--- src/sv/grid_triplet_hinge_loss_defines.svh ---
// assertion macros shared by the grid triplet hinge loss rtl
// no dependencies; files that check their own logic include this header
`ifndef GRID_TRIPLET_HINGE_LOSS_DEFINES_SVH
`define GRID_TRIPLET_HINGE_LOSS_DEFINES_SVH

// antecedent implies consequent in the same cycle
`define GTHL_ASSERT_IMPL(name, clk, rst_n, ante, cons) \
	name: assert property (@(posedge clk) disable iff (!rst_n) (ante) |-> (cons)) \
		else $error("gthl assertion failed");

// antecedent implies consequent in the next cycle
`define GTHL_ASSERT_NEXT(name, clk, rst_n, ante, cons) \
	name: assert property (@(posedge clk) disable iff (!rst_n) (ante) |=> (cons)) \
		else $error("gthl assertion failed");

`endif

--- src/sv/gthl_pkg.sv ---
// shared widths, constants and interface structs of the grid triplet hinge loss
// no dependencies; used by all rtl modules through scoped names
package gthl_pkg;

	localparam int FEAT_W   = 16;
	localparam int MAG_W    = 16;
	localparam int SQ_W     = 32;
	localparam int DIST_W   = 43;
	localparam int HINGE_W  = 44;
	localparam int HSUM_W   = 45;
	localparam int LOSS_W   = 64;
	localparam int OUT_W    = 63;
	localparam int COUNT_W  = 21;
	localparam int DIVSR_W  = 22;
	localparam int MARGIN_W = 32;
	localparam int DIV_STEPS = 64;
	localparam int STEP_W   = 6;

	localparam logic [MARGIN_W-1:0] MARGIN_RESET = 32'd65536;
	localparam logic [DIST_W-1:0]   DIST_MAX     = {DIST_W{1'b1}};

	// one classified request waiting between front and back
	typedef struct packed {
		logic [MAG_W-1:0] mag_pos;   // |second - first|
		logic [MAG_W-1:0] mag_neg1;  // |negative - first|
		logic [MAG_W-1:0] mag_neg2;  // |negative - second|
		logic             close;     // ends a position
		logic             batch_end; // ends the batch
	} queue_entry_t;

	// batch totals handed to the divider
	typedef struct packed {
		logic [LOSS_W-1:0]  dividend;
		logic [DIVSR_W-1:0] divisor;
		logic               sat;
	} div_req_t;

endpackage

--- src/sv/gthl_front.sv ---
// front end: accepts requests, forms absolute feature differences, queues them
// depends on gthl_pkg and grid_triplet_hinge_loss_defines.svh
`include "grid_triplet_hinge_loss_defines.svh"

module gthl_front #(
	parameter int DEPTH = 4
) (
	input  logic                                clk,
	input  logic                                arst_n,
	input  logic                                in_valid,
	output logic                                in_ready,
	input  logic signed [gthl_pkg::FEAT_W-1:0] feat_first,
	input  logic signed [gthl_pkg::FEAT_W-1:0] feat_second,
	input  logic signed [gthl_pkg::FEAT_W-1:0] feat_negative,
	input  logic                                last_channel,
	input  logic                                last_position,
	input  logic                                pop,
	output logic                                q_valid,
	output gthl_pkg::queue_entry_t              q_entry
);

	localparam int PTR_W = $clog2(DEPTH);
	localparam int CNT_W = $clog2(DEPTH + 1);

	gthl_pkg::queue_entry_t mem_q [DEPTH];
	gthl_pkg::queue_entry_t wr_entry;
	logic [PTR_W-1:0] wptr_q, rptr_q;
	logic [CNT_W-1:0] count_q;
	logic push;

	function automatic logic [gthl_pkg::MAG_W-1:0] abs_diff(
		input logic signed [gthl_pkg::FEAT_W-1:0] a,
		input logic signed [gthl_pkg::FEAT_W-1:0] b
	);
		logic signed [gthl_pkg::FEAT_W:0] d;
		logic [gthl_pkg::FEAT_W:0] m;
		d = {a[gthl_pkg::FEAT_W-1], a} - {b[gthl_pkg::FEAT_W-1], b};
		m = d[gthl_pkg::FEAT_W] ? (~d + 1'b1) : d;
		return m[gthl_pkg::MAG_W-1:0];
	endfunction

	assign in_ready = (count_q != CNT_W'(DEPTH));
	assign push     = in_valid && in_ready;
	assign q_valid  = (count_q != '0);
	assign q_entry  = mem_q[rptr_q];

	always_comb begin
		wr_entry.mag_pos   = abs_diff(feat_second, feat_first);
		wr_entry.mag_neg1  = abs_diff(feat_negative, feat_first);
		wr_entry.mag_neg2  = abs_diff(feat_negative, feat_second);
		wr_entry.close     = last_channel || last_position;
		wr_entry.batch_end = last_position;
	end

	always_ff @(posedge clk) begin
		if (push) begin
			mem_q[wptr_q] <= wr_entry;
		end
	end

	always_ff @(posedge clk or negedge arst_n) begin
		if (!arst_n) begin
			wptr_q  <= '0;
			rptr_q  <= '0;
			count_q <= '0;
		end else begin
			if (push) begin
				wptr_q <= (wptr_q == PTR_W'(DEPTH - 1)) ? '0 : wptr_q + 1'b1;
			end
			if (pop) begin
				rptr_q <= (rptr_q == PTR_W'(DEPTH - 1)) ? '0 : rptr_q + 1'b1;
			end
			if (push && !pop) begin
				count_q <= count_q + 1'b1;
			end else if (pop && !push) begin
				count_q <= count_q - 1'b1;
			end
		end
	end

	`GTHL_ASSERT_IMPL(a_pop_nonempty, clk, arst_n, pop, count_q != '0)
	`GTHL_ASSERT_NEXT(a_push_grows, clk, arst_n, push && !pop, count_q == $past(count_q) + 1'b1)
	`GTHL_ASSERT_IMPL(a_count_bound, clk, arst_n, 1'b1, count_q <= CNT_W'(DEPTH))

endmodule

--- src/sv/gthl_back.sv ---
// back end: squares, distance sums, hinges and the saturating loss sum
// depends on gthl_pkg; hands batch totals to gthl_div
module gthl_back (
	input  logic                           clk,
	input  logic                           arst_n,
	input  logic                           cfg_valid,
	input  logic [gthl_pkg::MARGIN_W-1:0]  cfg_data,
	input  logic                           q_valid,
	input  gthl_pkg::queue_entry_t         q_entry,
	output logic                           pop,
	input  logic                           div_busy,
	output logic                           req_valid,
	output gthl_pkg::div_req_t             req
);

	logic [gthl_pkg::MARGIN_W-1:0] margin_q;

	// stage 1: squares
	logic                        v_s1, close_s1, end_s1;
	logic [gthl_pkg::SQ_W-1:0]   sq_pos_s1, sq_neg1_s1, sq_neg2_s1;

	// stage 2: running distance sums, closed sums out
	logic [gthl_pkg::DIST_W-1:0] acc_pos_q, acc_neg1_q, acc_neg2_q;
	logic                        pos_sat_q;
	logic                        v_s2, end_s2, sat_s2;
	logic [gthl_pkg::DIST_W-1:0] dpos_s2, dneg1_s2, dneg2_s2;

	// stage 3: hinges
	logic                         v_s3, end_s3, sat_s3;
	logic [gthl_pkg::HINGE_W-1:0] h1_s3, h2_s3;

	// stage 4: hinge pair sum
	logic                        v_s4, end_s4, sat_s4;
	logic [gthl_pkg::HSUM_W-1:0] hsum_s4;

	// batch state
	logic [gthl_pkg::LOSS_W-1:0]  loss_sum_q;
	logic [gthl_pkg::COUNT_W-1:0] count_q;
	logic                         batch_sat_q;

	logic go;
	logic [gthl_pkg::DIST_W:0]   sum_pos, sum_neg1, sum_neg2;
	logic [gthl_pkg::DIST_W-1:0] new_pos, new_neg1, new_neg2;
	logic                        dsat;
	logic [gthl_pkg::HINGE_W-1:0] h1, h2;
	logic [gthl_pkg::LOSS_W:0]    loss_total;
	logic [gthl_pkg::LOSS_W-1:0]  new_loss;
	logic [gthl_pkg::COUNT_W-1:0] new_count;
	logic                         new_sat;

	function automatic logic [gthl_pkg::HINGE_W-1:0] hinge(
		input logic [gthl_pkg::DIST_W-1:0]   dpos,
		input logic [gthl_pkg::DIST_W-1:0]   dneg,
		input logic [gthl_pkg::MARGIN_W-1:0] m
	);
		logic [gthl_pkg::HINGE_W-1:0] a;
		logic [gthl_pkg::HINGE_W-1:0] d;
		a = {1'b0, dpos} + {{(gthl_pkg::HINGE_W - gthl_pkg::MARGIN_W){1'b0}}, m};
		d = a - {1'b0, dneg};
		return (a > {1'b0, dneg}) ? d : '0;
	endfunction

	// only a batch end at the loss stage waits for the divider
	assign go  = !(div_busy && v_s4 && end_s4);
	assign pop = go && q_valid;

	always_comb begin
		sum_pos  = {1'b0, acc_pos_q}  + {{(gthl_pkg::DIST_W + 1 - gthl_pkg::SQ_W){1'b0}}, sq_pos_s1};
		sum_neg1 = {1'b0, acc_neg1_q} + {{(gthl_pkg::DIST_W + 1 - gthl_pkg::SQ_W){1'b0}}, sq_neg1_s1};
		sum_neg2 = {1'b0, acc_neg2_q} + {{(gthl_pkg::DIST_W + 1 - gthl_pkg::SQ_W){1'b0}}, sq_neg2_s1};
		new_pos  = sum_pos[gthl_pkg::DIST_W]  ? gthl_pkg::DIST_MAX : sum_pos[gthl_pkg::DIST_W-1:0];
		new_neg1 = sum_neg1[gthl_pkg::DIST_W] ? gthl_pkg::DIST_MAX : sum_neg1[gthl_pkg::DIST_W-1:0];
		new_neg2 = sum_neg2[gthl_pkg::DIST_W] ? gthl_pkg::DIST_MAX : sum_neg2[gthl_pkg::DIST_W-1:0];
		dsat     = sum_pos[gthl_pkg::DIST_W] || sum_neg1[gthl_pkg::DIST_W]
			|| sum_neg2[gthl_pkg::DIST_W];

		h1 = hinge(dpos_s2, dneg1_s2, margin_q);
		h2 = hinge(dpos_s2, dneg2_s2, margin_q);

		// one saturating add of both hinges matches two in a row
		loss_total = {1'b0, loss_sum_q}
			+ {{(gthl_pkg::LOSS_W + 1 - gthl_pkg::HSUM_W){1'b0}}, hsum_s4};
		new_loss   = loss_total[gthl_pkg::LOSS_W] ? {gthl_pkg::LOSS_W{1'b1}}
			: loss_total[gthl_pkg::LOSS_W-1:0];
		new_count  = (count_q == {gthl_pkg::COUNT_W{1'b1}}) ? count_q : count_q + 1'b1;
		new_sat    = batch_sat_q || sat_s4 || loss_total[gthl_pkg::LOSS_W];

		req_valid    = go && v_s4 && end_s4;
		req.dividend = new_loss;
		req.divisor  = {new_count, 1'b0};
		req.sat      = new_sat;
	end

	// payload stages
	always_ff @(posedge clk) begin
		if (go) begin
			sq_pos_s1  <= q_entry.mag_pos  * q_entry.mag_pos;
			sq_neg1_s1 <= q_entry.mag_neg1 * q_entry.mag_neg1;
			sq_neg2_s1 <= q_entry.mag_neg2 * q_entry.mag_neg2;
			close_s1   <= q_entry.close;
			end_s1     <= q_entry.batch_end;
			dpos_s2    <= new_pos;
			dneg1_s2   <= new_neg1;
			dneg2_s2   <= new_neg2;
			end_s2     <= end_s1;
			sat_s2     <= pos_sat_q || dsat;
			h1_s3      <= h1;
			h2_s3      <= h2;
			end_s3     <= end_s2;
			sat_s3     <= sat_s2;
			hsum_s4    <= {1'b0, h1_s3} + {1'b0, h2_s3};
			end_s4     <= end_s3;
			sat_s4     <= sat_s3;
		end
	end

	always_ff @(posedge clk or negedge arst_n) begin
		if (!arst_n) begin
			margin_q    <= gthl_pkg::MARGIN_RESET;
			v_s1        <= 1'b0;
			v_s2        <= 1'b0;
			v_s3        <= 1'b0;
			v_s4        <= 1'b0;
			acc_pos_q   <= '0;
			acc_neg1_q  <= '0;
			acc_neg2_q  <= '0;
			pos_sat_q   <= 1'b0;
			loss_sum_q  <= '0;
			count_q     <= '0;
			batch_sat_q <= 1'b0;
		end else begin
			if (cfg_valid) begin
				margin_q <= cfg_data;
			end
			if (go) begin
				v_s1 <= q_valid;
				v_s2 <= v_s1 && close_s1;
				v_s3 <= v_s2;
				v_s4 <= v_s3;
				if (v_s1) begin
					if (close_s1) begin
						acc_pos_q  <= '0;
						acc_neg1_q <= '0;
						acc_neg2_q <= '0;
						pos_sat_q  <= 1'b0;
					end else begin
						acc_pos_q  <= new_pos;
						acc_neg1_q <= new_neg1;
						acc_neg2_q <= new_neg2;
						pos_sat_q  <= pos_sat_q || dsat;
					end
				end
				if (v_s4) begin
					if (end_s4) begin
						loss_sum_q  <= '0;
						count_q     <= '0;
						batch_sat_q <= 1'b0;
					end else begin
						loss_sum_q  <= new_loss;
						count_q     <= new_count;
						batch_sat_q <= new_sat;
					end
				end
			end
		end
	end

endmodule

--- src/sv/gthl_div.sv ---
// batch end divider: restoring division one bit a cycle, plus the output register
// depends on gthl_pkg and grid_triplet_hinge_loss_defines.svh
`include "grid_triplet_hinge_loss_defines.svh"

module gthl_div (
	input  logic                          clk,
	input  logic                          arst_n,
	input  logic                          req_valid,
	input  gthl_pkg::div_req_t            req,
	output logic                          busy,
	output logic                          out_valid,
	input  logic                          out_ready,
	output logic [gthl_pkg::OUT_W-1:0]    loss,
	output logic                          overflowed
);

	typedef enum logic [1:0] {
		IDLE,
		RUN,
		DONE
	} state_t;

	state_t                        state_q;
	logic [gthl_pkg::LOSS_W-1:0]   num_q;
	logic [gthl_pkg::DIVSR_W-1:0]  den_q;
	logic [gthl_pkg::DIVSR_W-1:0]  rem_q;
	logic [gthl_pkg::STEP_W-1:0]   step_q;
	logic                          den_zero_q;
	logic                          sat_q;
	logic                          out_valid_q;
	logic [gthl_pkg::OUT_W-1:0]    loss_q;
	logic                          overflowed_q;

	logic [gthl_pkg::DIVSR_W:0]    trial;
	logic [gthl_pkg::DIVSR_W:0]    trial_diff;
	logic                          qbit;
	logic                          out_free;

	assign busy       = (state_q != IDLE);
	assign out_valid  = out_valid_q;
	assign loss       = loss_q;
	assign overflowed = overflowed_q;
	assign out_free   = !out_valid_q || out_ready;

	always_comb begin
		trial      = {rem_q, num_q[gthl_pkg::LOSS_W-1]};
		trial_diff = trial - {1'b0, den_q};
		qbit       = (trial >= {1'b0, den_q});
	end

	always_ff @(posedge clk or negedge arst_n) begin
		if (!arst_n) begin
			state_q      <= IDLE;
			num_q        <= '0;
			den_q        <= '0;
			rem_q        <= '0;
			step_q       <= '0;
			den_zero_q   <= 1'b0;
			sat_q        <= 1'b0;
			out_valid_q  <= 1'b0;
			loss_q       <= '0;
			overflowed_q <= 1'b0;
		end else begin
			// new result loads, or the held one stays until taken
			out_valid_q <= (state_q == DONE && out_free) || (out_valid_q && !out_ready);
			unique case (state_q)
				IDLE: begin
					if (req_valid) begin
						num_q      <= req.dividend;
						den_q      <= req.divisor;
						rem_q      <= '0;
						step_q     <= gthl_pkg::STEP_W'(gthl_pkg::DIV_STEPS - 1);
						den_zero_q <= (req.divisor == '0);
						sat_q      <= req.sat;
						state_q    <= RUN;
					end
				end
				RUN: begin
					rem_q <= qbit ? trial_diff[gthl_pkg::DIVSR_W-1:0]
						: trial[gthl_pkg::DIVSR_W-1:0];
					num_q <= {num_q[gthl_pkg::LOSS_W-2:0], qbit};
					if (step_q == '0) begin
						state_q <= DONE;
					end else begin
						step_q <= step_q - 1'b1;
					end
				end
				DONE: begin
					if (out_free) begin
						loss_q       <= den_zero_q ? '0 : num_q[gthl_pkg::OUT_W-1:0];
						overflowed_q <= sat_q;
						state_q      <= IDLE;
					end
				end
				default: begin
					state_q <= IDLE;
				end
			endcase
		end
	end

	`GTHL_ASSERT_IMPL(a_req_when_idle, clk, arst_n, req_valid, state_q == IDLE)
	`GTHL_ASSERT_NEXT(a_run_ends, clk, arst_n, state_q == RUN && step_q == '0, state_q == DONE)
	`GTHL_ASSERT_NEXT(a_done_shows, clk, arst_n, state_q == DONE && out_free, out_valid_q && state_q == IDLE)

endmodule

--- src/sv/grid_triplet_hinge_loss.sv ---
// top level of the grid triplet hinge loss block
// depends on gthl_pkg, gthl_front, gthl_back and gthl_div
//
// Squared-euclidean triplet margin loss over a feature grid. Each request
// carries one channel of a first positive, a second positive and a negative
// Q8.8 feature at one grid position; last_channel closes the position and
// last_position closes both the position and the batch. The block takes one
// request per cycle unless its queue is full: the front forms the three
// absolute differences and queues them, the back squares them, keeps the
// three distance sums, forms both hinges when a position closes and adds them
// to a saturating 64-bit loss sum. A batch end hands sum and doubled position
// count to a restoring divider that resolves one quotient bit a cycle over 64
// divide steps. A closing request passes the queue, the square, distance sum,
// hinge and hinge sum registers to the loss stage, loads the divider, runs the
// divide steps and then loads the output register. While that divide runs,
// channels of the next batch keep flowing; only a second batch end reaching
// the loss stage waits for the divider, which stays busy while a result
// waits for out_ready. The margin register is written through the cfg
// channel, which is always ready, and must be written only while idle.
module grid_triplet_hinge_loss #(
	parameter int QUEUE_DEPTH = 4
) (
	input  logic                                clk,
	input  logic                                arst_n,
	// configuration write channel
	input  logic                                cfg_valid,
	output logic                                cfg_ready,
	input  logic [gthl_pkg::MARGIN_W-1:0]       cfg_data,
	// input request channel
	input  logic                                in_valid,
	output logic                                in_ready,
	input  logic signed [gthl_pkg::FEAT_W-1:0] feat_first,
	input  logic signed [gthl_pkg::FEAT_W-1:0] feat_second,
	input  logic signed [gthl_pkg::FEAT_W-1:0] feat_negative,
	input  logic                                last_channel,
	input  logic                                last_position,
	// result channel
	output logic                                out_valid,
	input  logic                                out_ready,
	output logic [gthl_pkg::OUT_W-1:0]          loss,
	output logic                                overflowed
);

	// queue between front and back
	logic                   q_valid;
	logic                   pop;
	gthl_pkg::queue_entry_t q_entry;

	// batch totals to the divider
	logic                   req_valid;
	gthl_pkg::div_req_t     req;
	logic                   div_busy;

	// margin register sits in the back and takes every write
	assign cfg_ready = 1'b1;

	// accept and classify, difference magnitudes, short queue
	gthl_front #(
		.DEPTH(QUEUE_DEPTH)
	) u_front (
		.clk          (clk),
		.arst_n       (arst_n),
		.in_valid     (in_valid),
		.in_ready     (in_ready),
		.feat_first   (feat_first),
		.feat_second  (feat_second),
		.feat_negative(feat_negative),
		.last_channel (last_channel),
		.last_position(last_position),
		.pop          (pop),
		.q_valid      (q_valid),
		.q_entry      (q_entry)
	);

	// squares, distance sums, hinges, loss sum and position count
	gthl_back u_back (
		.clk      (clk),
		.arst_n   (arst_n),
		.cfg_valid(cfg_valid && cfg_ready),
		.cfg_data (cfg_data),
		.q_valid  (q_valid),
		.q_entry  (q_entry),
		.pop      (pop),
		.div_busy (div_busy),
		.req_valid(req_valid),
		.req      (req)
	);

	// mean over doubled position count, then the output register
	gthl_div u_div (
		.clk       (clk),
		.arst_n    (arst_n),
		.req_valid (req_valid),
		.req       (req),
		.busy      (div_busy),
		.out_valid (out_valid),
		.out_ready (out_ready),
		.loss      (loss),
		.overflowed(overflowed)
	);

endmodule

--- config.mk ---
export PLATFORM = sky130hd
export DESIGN_NAME = grid_triplet_hinge_loss
export DESIGN_NICKNAME = d
export VERILOG_FILES = /design/src/sv/gthl_pkg.sv /design/src/sv/gthl_front.sv /design/src/sv/gthl_back.sv /design/src/sv/gthl_div.sv /design/src/sv/grid_triplet_hinge_loss.sv
export VERILOG_INCLUDE_DIRS = /design/src /design/src/sv
export SDC_FILE = /design/constraint.sdc
export NUM_CORES = 2
export LEC_CHECK = 0
export ABC_AREA = 1
export BUFFER_PORTS_ARGS = -buffer_cell sky130_fd_sc_hd__buf_4
export CORE_MARGIN = 3
export CORE_UTILIZATION = 50
export DETAILED_ROUTE_END_ITERATION = 8
export PLACE_DENSITY = 0.66
export SETUP_SLACK_MARGIN = 0.02
export SLEW_MARGIN = 5
export SYNTH_ARGS = -nofsm -noshare
export SYNTH_HDL_FRONTEND = slang
export SYNTH_SLANG_ARGS = --single-unit
--- constraint.sdc ---
create_clock -name clk -period 12.8 [get_ports clk]
set_clock_uncertainty 0.2 [all_clocks]
set_input_delay 1.28 -clock clk [delete_from_list [all_inputs] [get_ports clk]]
set_output_delay 1.28 -clock clk [all_outputs]
set_load 0.01 [all_outputs]
# After elaboration in Yosys (flattened, before gate mapping)
# Memory sizes are Yosys's and may differ from the RTL's.
# Index checks and enable logic that the tools add are counted.
[totals]
reg_bits = 807
mem_bits_rw = 200
word_cells = 156
n_memories = 1
[mem_list]
columns = ["memory", "depth", "word_bits", "read_ports", "rd_ports_with_merged_regs", "write_ports", "line", "rtl"]
rows = [
  ["u_front.mem_q", 4, 50, 1, 0, 1, "gthl_front.sv:25", "gthl_pkg::queue_entry_t mem_q [DEPTH];"],
]
[op_classes]
add_sub_neg = 21
multipliers = 3
n_lt_le_gt_ge = 3
n_eq_ne = 10
muxes = 34
n_bitwise = 4
n_reduce_logical = 38
[op_table]
columns = ["op", "count"]
rows = [
  ["two-way mux 43 bit", 6],
  ["two-way mux 64 bit", 3],
  ["adder 43 x 32 -> 44 bit", 4],
  ["one-hot mux 64 bit (2 select lines)", 1],
  ["multiplier 16 x 16 -> 32 bit", 3],
  ["> comparator 44 x 43 -> 1 bit", 2],
  ["subtractor 44 x 43 -> 44 bit", 2],
  ["adder 64 x 45 -> 65 bit", 1],
  ["two-way mux 63 bit", 1],
  ["subtractor 16 x 16 -> 17 bit", 3],
  ["adder 16 x 1 -> 16 bit (second input constant)", 3],
  ["two-way mux 16 bit", 3],
  ["inverter 16 bit", 3],
  ["adder 44 x 44 -> 45 bit", 1],
  ["two-way mux 22 bit", 2],
  ["one-hot mux 22 bit (2 select lines)", 1],
  ["two-way mux 21 bit", 2],
  [">= comparator 23 x 22 -> 1 bit", 1],
  ["zero test 22 bit", 1],
  ["subtractor 22 bit", 1],
  ["adder 21 x 1 -> 21 bit (second input constant)", 1],
  ["equality test 21 bit (second input constant)", 1],
  ["two-way mux 6 bit", 2],
  ["one-hot mux 6 bit (2 select lines)", 1],
  ["other kinds (23)", 64],
]

# Logic depth before layout (Yosys ltp)
[depth]
depth_word = 8
ltp_mapped = 31
ltp_nobuf = 30

# Cells and area by module
# Synthesis repeated with hierarchy kept, for this count alone.
[unflattened]
hier_cells = 12272
hier_area_um2 = 92791.5
[by_module_without_submodules]
columns = ["module", "instances", "cells_per_inst", "area_per_inst_um2", "seq_area_each_um2"]
rows = [
  ["gthl_back", 1, 9795, 71322.2, 17207.8],
  ["gthl_front", 1, 1317, 11842.6, 6180.9],
  ["gthl_div", 1, 1158, 9615.5, 4579.4],
  ["grid_triplet_hinge_loss", 1, 2, 11.3, 0.0],
]

# Least setup slack after synthesis
# Ideal clock, no wire load.
[synth_timing]
path_kind = "reg-to-reg"
start = "register u_front.rptr_q[0]"
end = "register u_back.sq_pos_s1[26] (netlist bit) (data pin)"
arrival_ns = 6.061
t_required_ns = 12.342
slack_ns = 6.281
stages_incl_launch_ff = 27
n_path_buf = 4
path_cell_list = "dfrtp_1 inv_2 buf_4 buf_2 clkbuf_1 nand2_1 a32oi_1 buf_2 nand2_1 fa_1 inv_1 fa_1 fa_1 fa_1 fa_1 inv_1 fa_1 inv_1 ha_1 nand2_1 nor2_1 inv_1 nor3_1 nand3_1 nand3_1 a21oi_1 xnor2_1"
[synth_via]
elab_chain_len = 2
[synth_rtl]
columns = ["item", "line", "rtl"]
rows = [
  ["from (decl)", "gthl_front.sv:27", "logic [PTR_W-1:0] wptr_q, rptr_q;"],
  ["from (signal assigned)", "gthl_front.sv:71", "rptr_q <= (rptr_q == PTR_W'(DEPTH - 1)) ? '0 : rptr_q + 1'b1;"],
  ["memory (4 x 50 bit)", "-", ""],
  ["multiplier 16 x 16 -> 32 bit", "gthl_back.sv:97", "sq_pos_s1 <= q_entry.mag_pos * q_entry.mag_pos;"],
  ["to (signal assigned)", "gthl_back.sv:97", ""],
  ["to (decl)", "gthl_back.sv:20", "logic [gthl_pkg::SQ_W-1:0] sq_pos_s1, sq_neg1_s1, sq_neg2_s1;"],
]
# Every way passes these cells.
# A chain may end at the register's enable or synchronous reset.

# Worst setup path after layout
[layout_timing]
start = "register u_front.rptr_q[0]"
end = "register u_back.sq_neg1_s1[23] (netlist bit) (data pin)"
[layout_via]
elab_chain_len = 2
[layout_rtl]
columns = ["item", "line", "rtl"]
rows = [
  ["memory (4 x 50 bit)", "-", ""],
  ["multiplier 16 x 16 -> 32 bit", "gthl_back.sv:98", "sq_neg1_s1 <= q_entry.mag_neg1 * q_entry.mag_neg1;"],
  ["to (signal assigned)", "gthl_back.sv:98", ""],
  ["to (decl)", "gthl_back.sv:20", ""],
]
# Every way passes these cells.

==> out/metrics.yaml <==
clock_network:
  postCtsHoldBufs: 0
  path_clk_slew_ns: 0.06
  clockBufferDepth: 3
  cts_tree: "yes"
  htreeDepth: 3
  cts_root_buf: "clkbuf_16"
  cts.sinks: 1004
  numCtsBuffers: 115
  clk-insertion-delay-late_ns: 0.80
  ctsResizeCount: 0
  post_cts_buffers: 0
floorplan:
  rows: 154
  initial_core_util: 0.505
  coreArea_mm2: 0.177
  fp.dieH_um: 429
  die-width_um: 429
  dieArea_mm2: 0.184
  pin_count: 154
setup_path:
  worstSetupPathType: "reg2reg"
  cp-start-kind: "flop"
  crit_path_max_incr_delay_ns: 0.66
  r2r_cells: 25
  cp_slowest_cell: "dfrtp_4"
  end_kind: "flop"
  arrival_ns: 8.80
  path_depth: 25
  required_ns: 13.13
  crit_buf_inv: 9
  cp_max_fo: 54
  crit_family: "adder cells"
drt:
  drt_iter0_markers: 6231
  avgViaCountPerCell: 5.47
  drtPass1Iterations: 7
  dr_total_vias: 77600
  ant_nets: 0
  wire_per_inst_um: 20.2
  routed_wirelength_mm: 286
  drc: 0
synthesis:
  synth_seq_cells: 1004
  yosysSeqAreaShare: 0.312
  syn_avg_cell_area_um2: 7.69
  async_reset_ff_frac: 0.439
  yosys_warnings: 0
  netlist_area_mm2: 0.0895
  syn_inst: 11600
  synth_edf_count: 563
  ys_types: 64
  synth.net_count: 12900
  synth_top_flop_cell: "edfxtp_1"
run:
  maxCapViolCount: 0
layout:
  nets: 13000
  final_layout_size_suffix_gt1_frac: 0.0537
  final_common_cell: "nand2_1"
  layout_common_cells: "2,947 x nand2_1, 2,034 x inv_1, 1,251 x nor2_1"
  area_growth_pct: 8.36
worst_hold_path:
  hold_depth: 0
  hold_path.class: "reg2reg"
status:
  status: "complete, no violations"
timing:
  setup_viol: 0
  post-route-period-util: 0.662
  hold_viol: 0
  maxSlewHeadroom: 0.170
  maxClockFrequency_mhz: 118
  tightest_slew_ns: 1.24
  slew_violations: 0
  rsz0062_at_grt: "no"
  tns_ns: 0
  final_period_minus_worst_setup_slack_ns: 8.47
grt:
  antenna_found_initial: 6
  grt_pass1_vias: 77100
  grt_pass1_wl_mm: 444
  grt_max_degree: 82
  grt-ovfl-total: 0
  grt_usage: 0.308
place:
  globalplace.congestion: 1.03
  portBuffers: 152
  place_hpwl_mm: 236
cell families (layout without fill, tap and decap cells):
group,Yosys count,in the layout,synth area share
adder cells (fa/ha/maj),1178,1178,0.207
AO/OA/AOI/OAI,1566,1566,0.100
XOR/XNOR,415,415,0.0408
AND/OR/NAND/NOR,5175,5175,0.238
buffers and inverters,2268,2480,0.0979
other,1,3,0.0000419
multiplexers,32,32,0.00403
flip-flops,1004,1004,0.312
metrics by stage:
stage                     worst slack [ns]  hold slack [ns]  utilization  cell area, um^2  std cells
after floorplan                       6.28            0.200            -            89500      11600
after global placement                4.42            0.206        0.525            93000      14000
after detailed placement              4.32            0.208        0.525            93000      14000
after CTS                             4.36            0.210        0.547            96900      14200
after global routing                  3.69            0.225        0.547            96900      14200
final                                 4.33            0.208        0.548            97000      14200
synthesized netlist by cell type (109+ instances only):
master | instances | share of area
o21ai_0 | 529 | 0.030
fa_1 | 498 | 0.11
edfxtp_1 | 563 | 0.19
a21oi_1 | 597 | 0.033
xor2_1 | 286 | 0.028
dfrtp_1 | 440 | 0.12
nor2_1 | 1258 | 0.053
nand4_1 | 121 | 0.0085
xnor2_1 | 127 | 0.012
inv_1 | 2035 | 0.085
nand2_1 | 2950 | 0.12
nor3_1 | 109 | 0.0061
nand3_1 | 545 | 0.030
ha_1 | 680 | 0.095
area by class of cell:
type                            count  area [um^2]
Clock buffer                      147         3190
Antenna cell                        2         5.00
Clock inverter                     70          803
Sequential cell                  1004        27900
Fill cell                       17000        80100
Tap cell                         2340         2930
Inverter                         2071         7790
Timing Repair Buffer              192         1450
Multi-Input combinational cell   8367        52800
routing by layer:
| metal | track usage | part of all wire | up-vias |
|---|---|---|---|
| met3 | 0.0432 | 0.060 | 438 |
| met4 | 0.102 | 0.035 | 6 |
| met2 | 0.513 | 0.47 | 2252 |
| li1 | - | - | 37400 |
| met1 | 0.414 | 0.43 | 37500 |
| met5 | 0 | 0.00014 | - |
final timing paths:
check | slack, ns | startpoint | to
worst min-delay path | 0.21 | u_back.sat_s2 | u_back.sat_s3
max in group asynchronous | 9.81 | arst_n | u_back.acc_pos_q[2]
worst min register to register | 0.21 | u_back.sat_s2 | u_back.sat_s3
min in group asynchronous | 0.30 | arst_n | u_div.rem_q[18]
worst max register to register | 4.33 | u_front.rptr_q[0] | u_back.sq_neg1_s1[23]
worst max-delay path | 4.33 | u_front.rptr_q[0] | u_back.sq_neg1_s1[23]
state kept, by name, summed over array words and instances, names as in the netlist, 6 cells and up:
signal / count
u_back.sq_neg2_s1: 31
u_back.sq_neg1_s1: 31
u_back.margin_q: 32
u_back.dpos_s2: 43
u_back.acc_neg1_q: 43
u_back.h1_s3: 44
u_div.num_q: 64
u_div.step_q: 6
u_back.count_q: 21
u_back.acc_pos_q: 43
u_back.acc_neg2_q: 43
u_back.sq_pos_s1: 31
u_div.loss: 63
u_div.den_q: 21
u_back.h2_s3: 44
u_div.rem_q: 22
u_back.loss_sum_q: 64
u_back.hsum_s4: 45
u_back.dneg1_s2: 43
u_back.dneg2_s2: 43
u_front.mem_q: 200
Power is left out: the tool's default activity adds up to more than one toggle a clock period on the data nets, which glitch-free logic cannot reach.
